[config.mk]
export PLATFORM = sky130hd
export DESIGN_NAME = anti_replay_window_check_core
export DESIGN_NICKNAME = d
export VERILOG_FILES = /design/src/rtl/core/arwc_pkg.sv /design/src/rtl/core/arwc_ram.sv /design/src/rtl/core/arwc_mod.sv /design/src/rtl/core/anti_replay_window_check_core.sv
export SDC_FILE = /design/constraint.sdc
export NUM_CORES = 2
export LEC_CHECK = 0
export ABC_AREA = 1
export BUFFER_PORTS_ARGS = -buffer_cell sky130_fd_sc_hd__buf_2
export CAP_MARGIN = 20
export CORE_AREA = 2 2 507 408
export CTS_CLUSTER_DIAMETER = 120
export DETAILED_ROUTE_END_ITERATION = 7
export DIE_AREA = 0 0 509 410
export PLACE_DENSITY = 0.53
export SYNTH_ARGS = -nofsm -noshare
export SYNTH_HDL_FRONTEND = slang
export SYNTH_HIERARCHICAL = 1
export SYNTH_SLANG_ARGS = --single-unit
[constraint.sdc]
create_clock -name i_clk -period 8.4 [get_ports i_clk]
set_input_delay 0.42 -clock i_clk [delete_from_list [all_inputs] [get_ports i_clk]]
set_output_delay 0.42 -clock i_clk [all_outputs]
set_load 0.005 [all_outputs]
[src/rtl/core/arwc_pkg.sv]
// ----------------------------------------------------------------------------
// Anti-replay window check: package
// Fixed widths, controller states and verdict codes.
// ----------------------------------------------------------------------------
package arwc_pkg;

    // sequence number and bitmap word geometry
    localparam int SEQ_W  = 64;
    localparam int WORD_W = 64;
    localparam int BIT_W  = 6;

    // controller states
    typedef enum logic [2:0] {
        ST_INIT,
        ST_IDLE,
        ST_WAIT,
        ST_SWEEP,
        ST_DRAIN,
        ST_TEST,
        ST_OUT
    } t_state;

    // result codes
    typedef enum logic [1:0] {
        VERDICT_OK   = 2'd0,
        VERDICT_ZERO = 2'd1,
        VERDICT_OLD  = 2'd2,
        VERDICT_DUP  = 2'd3
    } t_verdict;

endpackage

[src/rtl/core/arwc_ram.sv]
// ----------------------------------------------------------------------------
// Anti-replay window check: generic RAM
// One write port, one read port, read data registered.
// ----------------------------------------------------------------------------
module arwc_ram #(
    parameter int WIDTH = 64,
    parameter int DEPTH = 16
) (
    input  logic                                      i_clk,
    input  logic                                      i_we,
    input  logic [((DEPTH > 1) ? $clog2(DEPTH) : 1)-1:0] i_waddr,
    input  logic [WIDTH-1:0]                          i_wdata,
    input  logic [((DEPTH > 1) ? $clog2(DEPTH) : 1)-1:0] i_raddr,
    output logic [WIDTH-1:0]                          o_rdata
);

    logic [WIDTH-1:0] r_mem [0:DEPTH-1];
    logic [WIDTH-1:0] r_rdata;

    // write port
    always_ff @(posedge i_clk) begin
        if (i_we) begin
            r_mem[i_waddr] <= i_wdata;
        end
    end

    // registered read port
    always_ff @(posedge i_clk) begin
        r_rdata <= r_mem[i_raddr];
    end

    assign o_rdata = r_rdata;

endmodule

[src/rtl/core/arwc_mod.sv]
// ----------------------------------------------------------------------------
// Anti-replay window check: window position unit
// Window position of a sequence number for a power-of-two window, presented
// with a done strobe that is delayed to line up with the core's compares.
// ----------------------------------------------------------------------------
module arwc_mod
    import arwc_pkg::*;
#(
    parameter int WINDOW_BITS = 1024
) (
    input  logic                           i_clk,
    input  logic                           i_rst_n,
    input  logic                           i_start,
    input  logic [$clog2(WINDOW_BITS)-1:0] i_dividend,
    output logic                           o_done,
    output logic [$clog2(WINDOW_BITS)-1:0] o_rem
);

    localparam int PW  = $clog2(WINDOW_BITS);
    // start-to-done delay, matched to the window compares in the core
    localparam int LAT = 3;

    logic [LAT-1:0] r_pipe;
    logic [PW-1:0]  r_rem;

    // done strobe: start delayed through the r_pipe shift register
    always_ff @(posedge i_clk) begin
        if (!i_rst_n) begin
            r_pipe <= '0;
        end else begin
            r_pipe <= {r_pipe[LAT-2:0], i_start};
        end
    end

    // position is the low bits of the number
    always_ff @(posedge i_clk) begin
        if (i_start) begin
            r_rem <= i_dividend;
        end
    end

    assign o_done = r_pipe[LAT-1];
    assign o_rem  = r_rem;

endmodule

[src/rtl/core/anti_replay_window_check_core.sv]
// ----------------------------------------------------------------------------
// Anti-replay window check core
// Sliding-window replay filter for received packet sequence numbers, with
// the window bitmap held in a word-wide RAM.
// ----------------------------------------------------------------------------
// One sequence number is checked at a time. WINDOW_BITS must be a power of
// two, so the window position of a number is its low bits. After reset the
// core clears the bitmap RAM, one word per cycle, all WORD_COUNT words (16 at
// the default window), before it raises o_in_ready. Each item is registered,
// compared against the highest number and then against the window before its
// decision. A zero or too-old number goes straight to the result; a number at
// or below the highest takes one read-modify-write of its bitmap word; a new
// highest number sweeps the whole bitmap RAM word by word to clear the skipped
// span. o_in_ready rises with the result, so the next transfer can be taken
// while the result is shown. The result register lets the next item enter
// while a result waits; an item only stalls in its last cycle while the
// previous result is still unread.
module anti_replay_window_check_core
    import arwc_pkg::*;
#(
    parameter int WINDOW_BITS = 1024
) (
    input  logic             i_clk,
    input  logic             i_rst_n,
    input  logic             i_in_valid,
    output logic             o_in_ready,
    input  logic [SEQ_W-1:0] i_seq_number,
    output logic             o_out_valid,
    input  logic             i_out_ready,
    output logic             o_accepted,
    output logic [1:0]       o_verdict
);

    localparam int WORD_COUNT = (WINDOW_BITS + WORD_W - 1) / WORD_W;
    localparam int PW         = $clog2(WINDOW_BITS);
    localparam int WAW        = (WORD_COUNT > 1) ? $clog2(WORD_COUNT) : 1;
    localparam int PXW        = WAW + BIT_W;

    t_state           r_state;
    t_state           n_state;
    logic [SEQ_W-1:0] r_seq;
    logic [SEQ_W-1:0] r_highest;
    logic [PW-1:0]    r_hp;
    logic [PW-1:0]    r_pos;
    logic [PW-1:0]    r_start;
    logic [PW-1:0]    r_end;
    logic             r_all;
    logic             r_zero;
    logic             r_gt;
    logic [SEQ_W-1:0] r_up;
    logic [SEQ_W-1:0] r_dn;
    logic             r_old;
    logic             r_big;
    logic [WAW-1:0]   r_cnt;
    logic [WAW-1:0]   r_widx;
    logic             r_wv;
    t_verdict         r_verdict;
    logic             r_o_valid;
    t_verdict         r_o_verdict;

    logic              in_xfer;
    logic              out_free;
    logic              mod_done;
    logic [PW-1:0]     mod_rem;
    logic [PW:0]       hp_inc;
    logic [PW-1:0]     hp_next;
    logic [WAW-1:0]    rem_word;
    logic [WAW-1:0]    pos_word;
    logic [WORD_W-1:0] set_mask;
    logic [WORD_W-1:0] clr_mask;
    logic              ram_we;
    logic [WAW-1:0]    ram_waddr;
    logic [WORD_W-1:0] ram_wdata;
    logic [WAW-1:0]    ram_raddr;
    logic [WORD_W-1:0] ram_rdata;

    assign in_xfer  = i_in_valid && o_in_ready;
    assign out_free = !r_o_valid || i_out_ready;

    // window position of the incoming number
    arwc_mod #(
        .WINDOW_BITS(WINDOW_BITS)
    ) u_mod (
        .i_clk     (i_clk),
        .i_rst_n   (i_rst_n),
        .i_start   (in_xfer),
        .i_dividend(i_seq_number[PW-1:0]),
        .o_done    (mod_done),
        .o_rem     (mod_rem)
    );

    // window bitmap storage
    arwc_ram #(
        .WIDTH(WORD_W),
        .DEPTH(WORD_COUNT)
    ) u_bitmap (
        .i_clk  (i_clk),
        .i_we   (ram_we),
        .i_waddr(ram_waddr),
        .i_wdata(ram_wdata),
        .i_raddr(ram_raddr),
        .o_rdata(ram_rdata)
    );

    // position helpers
    assign hp_inc   = {1'b0, r_hp} + (PW + 1)'(1);
    assign hp_next  = (hp_inc == (PW + 1)'(WINDOW_BITS)) ? '0 : hp_inc[PW-1:0];
    assign rem_word = WAW'(PXW'(mod_rem) >> BIT_W);
    assign pos_word = WAW'(PXW'(r_pos) >> BIT_W);
    assign set_mask = WORD_W'(1) << r_pos[BIT_W-1:0];

    // clear mask of the skipped span within the word under write
    always_comb begin
        logic [PXW-1:0] p;
        logic [PXW-1:0] s_x;
        logic [PXW-1:0] e_x;
        logic           in_rng;
        s_x = PXW'(r_start);
        e_x = PXW'(r_end);
        for (int b = 0; b < WORD_W; b++) begin
            p = {r_widx, BIT_W'(b)};
            if (s_x <= e_x) begin
                in_rng = (p >= s_x) && (p <= e_x);
            end else begin
                in_rng = (p >= s_x) || (p <= e_x);
            end
            clr_mask[b] = r_all || in_rng;
        end
    end

    // next state
    always_comb begin
        n_state = r_state;
        case (r_state)
            ST_INIT: begin
                if (r_cnt == WAW'(WORD_COUNT - 1)) begin
                    n_state = ST_IDLE;
                end
            end
            ST_IDLE: begin
                if (in_xfer) begin
                    n_state = ST_WAIT;
                end
            end
            ST_WAIT: begin
                if (mod_done) begin
                    if (r_zero || (!r_gt && r_old)) begin
                        n_state = ST_OUT;
                    end else if (r_gt) begin
                        n_state = ST_SWEEP;
                    end else begin
                        n_state = ST_TEST;
                    end
                end
            end
            ST_SWEEP: begin
                if (r_cnt == WAW'(WORD_COUNT - 1)) begin
                    n_state = ST_DRAIN;
                end
            end
            ST_DRAIN: n_state = ST_OUT;
            ST_TEST:  n_state = ST_OUT;
            ST_OUT: begin
                if (out_free) begin
                    n_state = ST_IDLE;
                end
            end
            default:  n_state = ST_INIT;
        endcase
    end

    // ram port control
    always_comb begin
        ram_we    = 1'b0;
        ram_waddr = r_widx;
        ram_wdata = '0;
        ram_raddr = rem_word;
        case (r_state)
            ST_INIT: begin
                ram_we    = 1'b1;
                ram_waddr = r_cnt;
            end
            ST_SWEEP, ST_DRAIN: begin
                if (r_state == ST_SWEEP) begin
                    ram_raddr = r_cnt;
                end
                ram_we    = r_wv;
                ram_wdata = (ram_rdata & ~clr_mask) | ((r_widx == pos_word) ? set_mask : '0);
            end
            ST_TEST: begin
                ram_we    = 1'b1;
                ram_waddr = pos_word;
                ram_wdata = ram_rdata | set_mask;
            end
            default: begin
                ram_we = 1'b0;
            end
        endcase
    end

    // control registers
    always_ff @(posedge i_clk) begin
        if (!i_rst_n) begin
            r_state   <= ST_INIT;
            r_cnt     <= '0;
            r_highest <= '0;
            r_hp      <= '0;
            r_wv      <= 1'b0;
            r_o_valid <= 1'b0;
        end else begin
            r_state <= n_state;
            r_wv    <= (r_state == ST_SWEEP);
            if (r_state == ST_INIT || r_state == ST_SWEEP) begin
                r_cnt <= r_cnt + WAW'(1);
            end else begin
                r_cnt <= '0;
            end
            if (r_state == ST_WAIT && mod_done && !r_zero && r_gt) begin
                r_highest <= r_seq;
                r_hp      <= mod_rem;
            end
            if (r_state == ST_OUT && out_free) begin
                r_o_valid <= 1'b1;
            end else if (i_out_ready) begin
                r_o_valid <= 1'b0;
            end
        end
    end

    // item datapath
    always_ff @(posedge i_clk) begin
        logic [SEQ_W:0] up_ext;
        up_ext = {1'b0, r_highest} - {1'b0, r_seq};
        if (in_xfer) begin
            r_seq <= i_seq_number;
        end
        // compare against the highest, then against the window
        r_zero <= (r_seq == '0);
        r_gt   <= up_ext[SEQ_W];
        r_up   <= up_ext[SEQ_W-1:0];
        r_dn   <= r_seq - r_highest;
        r_old  <= (r_up >= SEQ_W'(WINDOW_BITS));
        r_big  <= (r_dn >= SEQ_W'(WINDOW_BITS));
        r_widx <= r_cnt;
        if (r_state == ST_WAIT && mod_done) begin
            r_pos   <= mod_rem;
            r_start <= hp_next;
            r_end   <= mod_rem;
            r_all   <= r_big;
            if (r_zero) begin
                r_verdict <= VERDICT_ZERO;
            end else if (r_gt) begin
                r_verdict <= VERDICT_OK;
            end else if (r_old) begin
                r_verdict <= VERDICT_OLD;
            end
        end
        if (r_state == ST_TEST) begin
            r_verdict <= ram_rdata[r_pos[BIT_W-1:0]] ? VERDICT_DUP : VERDICT_OK;
        end
        if (r_state == ST_OUT && out_free) begin
            r_o_verdict <= r_verdict;
        end
    end

    assign o_in_ready  = (r_state == ST_IDLE);
    assign o_out_valid = r_o_valid;
    assign o_verdict   = r_o_verdict;
    assign o_accepted  = (r_o_verdict == VERDICT_OK);

endmodule

### Yosys cells after proc, flatten, opt, wreduce, memory -nomap -nowiden

Memories as Yosys holds them, arrays and structs flattened. A register that Yosys moved wholly into a read port is not among the register bits.
Index checks and enable logic that the tools add are counted.

* flip-flop bits (word level): 321
* latch bits: 0
* RAM bits: 1024
* memory bits (read-only): 0
* output and inout port bits: 5
* word-level logic and storage cells: 483
* memories: 1

Memory list
* u_bitmap.r_mem: words 16, width 64, rd ports 1, clocked after Yosys merged registers in 1, wr ports 1, line arwc_ram.sv:17 `logic [WIDTH-1:0] r_mem [0:DEPTH-1];`

* add/subtract/negate cells: 4
* multipliers: 0
* divide/modulo/power cells: 0
* magnitude comparators: 132
* eq/ne operators: 14
* shift-type cells: 1
* muxes and demuxes: 90
* bitwise operators: 4
* reductions and logical operators: 216

Operators by type and width (count)
* $le 10x10->1: 65
* $ge 10x10->1: 64
* $logic_or 1x1->1: 131
* $ge 64x11->1 const B: 2
* $or 64x64->64: 2
* $pmux 64 s2: 1
* $logic_and 1x1->1: 70
* $mux 1: 69
* $sub 64x64->65: 1
* $and 64x64->64: 1
* $logic_not 64->1: 1
* $mux 64: 1
* $not 64->64: 1
* $shl 1x6->64 const A: 1
* $sub 64x64->64: 1
* $mux 3: 7
* $pmux 3 s6: 1
* $mux 2: 6
* $add 10x1->11 const B: 1
* $eq 11x11->1 const B: 1
* $eq 3x3->1 const B: 3
* $mux 4: 2
* $pmux 4 s2: 1
* $lt 6x7->1 const B: 1
* 17 further kinds: 27

### Logic depth before layout (Yosys ltp)

* depth after elaboration: 8
* mapped depth: 17
* depth with buffers taken out: 16

### Cells and area by module

Netlist, hierarchy kept.

By module, submodules not included
* arwc_ram: times used 1, cells an instance 4210, area an instance 45285.9 µm², sequential area each 32030.7 µm²
* anti_replay_window_check_core: times used 1, cells an instance 4295, area an instance 25340.6 µm², sequential area each 6656.4 µm²
* arwc_mod: times used 1, cells an instance 19, area an instance 382.9 µm², sequential area each 360.3 µm²

### Worst setup path after synthesis

Ideal clock, no wire load.

* kind: flip-flop to flip-flop
* start point: register r_state[2]
* end point: memory u_bitmap.r_mem[12][0] (enable)
* data arrival time: 4.130 ns
* setup slack: 3.783 ns
* cell stages (with the launch flop): 10
* path buffers: 2
* period minus slack after synthesis: 4.617 ns
* cells stage by stage: dfxtp_1 -> inv_1 -> nand3_1 -> nand2_1 -> buf_2 -> buf_1 -> nand2_1 -> nand2_1 -> nand3_1 -> nor2_1

* word-level cells in the longest chain between the ends: 5
* elaborated cells between the ends (all ways): 10
* classes of those cells: eq/ne (3); mux (4); reduce/logical (3)

Ends and longest elaborated chain
* start: declaration: line anti_replay_window_check_core.sv:39 `t_state r_state;`
* start signal: assignment: line anti_replay_window_check_core.sv:211 `r_state <= n_state;`
* $eq 3x3->1 (tied with other cells): line anti_replay_window_check_core.sv:178 `case (r_state)`
* $reduce_or 2->1 (on tied branches)
* $pmux 1 s2 (*): line anti_replay_window_check_core.sv:178
* net ram_we: line anti_replay_window_check_core.sv:71 `logic ram_we;`
* $mux 1 (*): line arwc_ram.sv:22 `if (i_we) begin`
* $mux 1 (implied by the code) (*): line arwc_ram.sv:23 `r_mem[i_waddr] <= i_wdata;`
* end: declaration: line arwc_ram.sv:17

Mark *: on every way through the listed nets, which the timed path passes. The rest lies on a longest branch.

### Final worst setup path

* start point: register r_state[2]
* end point: memory u_bitmap.r_mem[14][41] (enable)

Same word-level chain as after synthesis.

==> run metrics <==
number of max-cap violations 0; Final Cycle Share 55.7%; Ys Warns 6; startpoint types flop; dominant cells by area after synthesis edfxtp_1 (47%), nand2_1 (16%), dfxtp_1 (7.5%); pin count of the biggest net entering global routing 205; Root Buffer clkbuf_16; Req. time, crit path 8770 ps; top cell type's share of synthesized area 47.5%; WL met2 96.0 mm; post-synthesis sequential area ratio 55.0%; Crit. End Element flop; Synth Cell Area 0.0710 mm2; Clock Skews 50.4 ps; # nets final 8,753; layout cell share with drive strength beyond 1 6.24%; slew at the pin with the worst max-slew slack 1150 ps; DR WL met3 21.1 mm; GP Congestion 1.01; DRT antenna net count 0; Power Density 247 mW/mm2; Detailed Place HPWL 157 mm; Fillers 20,800; Avg WL per Cell 21.5 um; worst setup path category reg2reg; routed length on met1 123 mm; Die X 509 um; Synth cell types 47; Clock Sinks 1,389; syn_nets 8,744; TNS Setup 0 ps; Post-synth EDFFs 1,123; Async SR Flop Fraction 0%; R2R setup slack 3720 ps; # resized after CTS 0; Vias/cell 4.99; status complete, no violations; Core Rows 149; Area growth syn-to-layout 11.4%; TritonCTS clock tree yes; RSZ-0062 raised after global routing false; clock transition at the registers of the reported paths 60 ps; Mapped Cells 8,524; Die Footprint 0.209 mm2; Pins Over Slew Limit 0; Leak 36.0 nW; DR top layer met5; arrival time of the worst setup path 5060 ps; Final Hold Fails 0; Pwr Total 19.6 mW; top cell type by total area after synthesis edfxtp_1; Max FO, Critical Path 38; Final setup viols 0; WL final 244 mm; DR pass1 iterations 7; total track usage 22.9%; global-route wire length before repair 354 mm; routed vias 56,800; hold_ws 85.2 ps; worst-skew pair later-pin latency 800 ps; Port Buffers 72; core area 0.205 mm2; fin util 38.7%; ys flop type edfxtp_1; top-level I/O count 73; Rel. slew slack 23.0%; DRC 0; syn avg cell area 8.33 um2; Inserted Clock Buffers 147; 1st-iter DRT viols 6,441; GRT Residual Overflow 0; worst vdd ir 0.404 mV; maximum clock rate 214 MHz; Final min period 4680 ps; placed cell area 0.0736 mm2; Max clock buf depth 3; vias in the first global route 51,900; final instance area 0.0791 mm2; Initial Utilization 34.7%; #FFs+latches synth 1,389; HP Class in2reg; initial antenna violation count 7; H-tree depth 4; die height 410 um
## worst max-delay path, cell delays in order, from the launching register on
cell and delay (ps):
dfxtp_1 320, inv_1 220, nand3_1 550, nand2_2 800, nand2_1 100, nand2_1 190, nand3_1 340, nor2_4 180
buf_4 520, buf_4 850
## cell usage in the layout (no fill, tap or decap), types with 5 or more instances in the layout
cell type | netlist | routed
o21ai_1 | 50 | 50
clkbuf_1 | 57 | 38
nand2_2 | 28 | 29
dlygate4sd3_1 | 0 | 64
o21bai_1 | 20 | 20
buf_4 | 20 | 65
nand4_1 | 60 | 60
nor4_1 | 36 | 36
clkinv_1 | 4 | 17
nor2_4 | 10 | 28
buf_2 | 176 | 72
nor3_1 | 9 | 9
clkbuf_8 | 0 | 17
xor2_1 | 64 | 64
inv_1 | 1396 | 1394
nand2_1 | 3019 | 3017
nand3_2 | 5 | 5
nor2_1 | 314 | 294
a21oi_1 | 268 | 268
clkinv_2 | 0 | 26
nor3_2 | 8 | 8
nand3b_1 | 9 | 9
clkbuf_16 | 0 | 150
o21ai_0 | 197 | 193
inv_2 | 45 | 44
inv_6 | 1 | 7
edfxtp_1 | 1123 | 1123
dfxtp_1 | 266 | 266
nand3_1 | 1019 | 1019
nor2_2 | 39 | 41
buf_12 | 0 | 6
bufinv_16 | 0 | 7
ha_1 | 150 | 150
## final timing paths
kind                                 endpoint  depth (start not counted)                     from
min                  o_out_valid$_SDFFE_PN0P_                          4              i_out_ready
min reg2reg                 r_widx[3]$_DFF_P_                          0      r_cnt[3]$_SDFF_PN0_
max          u_bitmap/r_mem[14][41]$_DFFE_PP_                          9  r_state[2]$_SDFFE_PN0P_
max reg2reg  u_bitmap/r_mem[14][41]$_DFFE_PP_                          9  r_state[2]$_SDFFE_PN0P_
## timing repair
action                                 4_1_cts  5_1_grt
setup buffers                                0        0
setup endpoints to repair                    0        0
endpoints found under the hold margin       74        0
hold buffers                                64        0
## registers in the layout, indices dropped and copies added, names as in the netlist, 54 cells and up
name and count:
r_highest 64, r_up 54, r_seq 64, u_bitmap/o_rdata 64
r_dn 54, u_bitmap/r_mem 1024
## cell type report
| type | instances | area, um2 | area share, % |
|---|---|---|---|
| clock inverters | 67 | 688 | 0.870 |
| inverters | 1446 | 5460 | 6.90 |
| clock buffers | 205 | 4130 | 5.22 |
| well taps | 2718 | 3400 | 4.30 |
| multi-input cells | 5341 | 24700 | 31.3 |
| flip-flops and latches | 1389 | 39000 | 49.4 |
| diodes | 2 | 5.00 | 0.00633 |
| repair buffers | 208 | 1640 | 2.07 |
## cell families after synthesis
kind of cell	synth area share, %
buf+inv	10.5
fa+ha+maj	2.70
xor+xnor	0.802
flops	55.0
compound gates	4.07
simple gates	26.9
## synth_stat cells, types with 4 or more instances
master    instances
buf_2           176
nand2_1        3019
nand3_2           5
buf_4            20
clkbuf_2         25
buf_1            19
dfxtp_1         266
ha_1            150
o21bai_1         20
nor2_1          314
nand3b_1          9
xor2_1           64
inv_1          1396
o221ai_1          4
a21o_1            4
o21ai_1          50
nor3_1            9
clkinv_1          4
nand3_1        1019
nand4_1          60
o21ai_0         197
nor3_2            8
a21oi_1         268
nor3_4            4
nor4_1           36
nor2_2           39
nand2_2          28
clkbuf_1         57
buf_6            50
inv_2            45
edfxtp_1       1123
o211ai_1          4
nor2_4           10
## routing by layer
| metal | vias up | global-route usage, % |
|---|---|---|
| met5 | - | 0 |
| met1 | 27200 | 37.0 |
| met4 | 2 | 4.39 |
| met3 | 283 | 4.39 |
| li1 | 27100 | - |
| met2 | 2211 | 31.0 |
## where the power goes
group	leakage [nW]	internal [mW]	total [mW]	switching [mW]
sequential	11.0	8.26	8.72	0.455
clock	2.36	3.69	6.53	2.84
combinational	22.7	1.04	4.31	3.28
total	36.0	13.0	19.6	6.57
## metrics by stage
| step | cells | setup WS (ps) |
|---|---|---|
| after floorplan | 8524 | 3780 |
| after global placement | 11000 | 3900 |
| after detailed placement | 11000 | 3790 |
| after CTS | 11400 | 3750 |
| after global routing | 11400 | 3500 |
| final | 11400 | 3720 |
No activity file was read; power rests on OpenSTA's default activity.
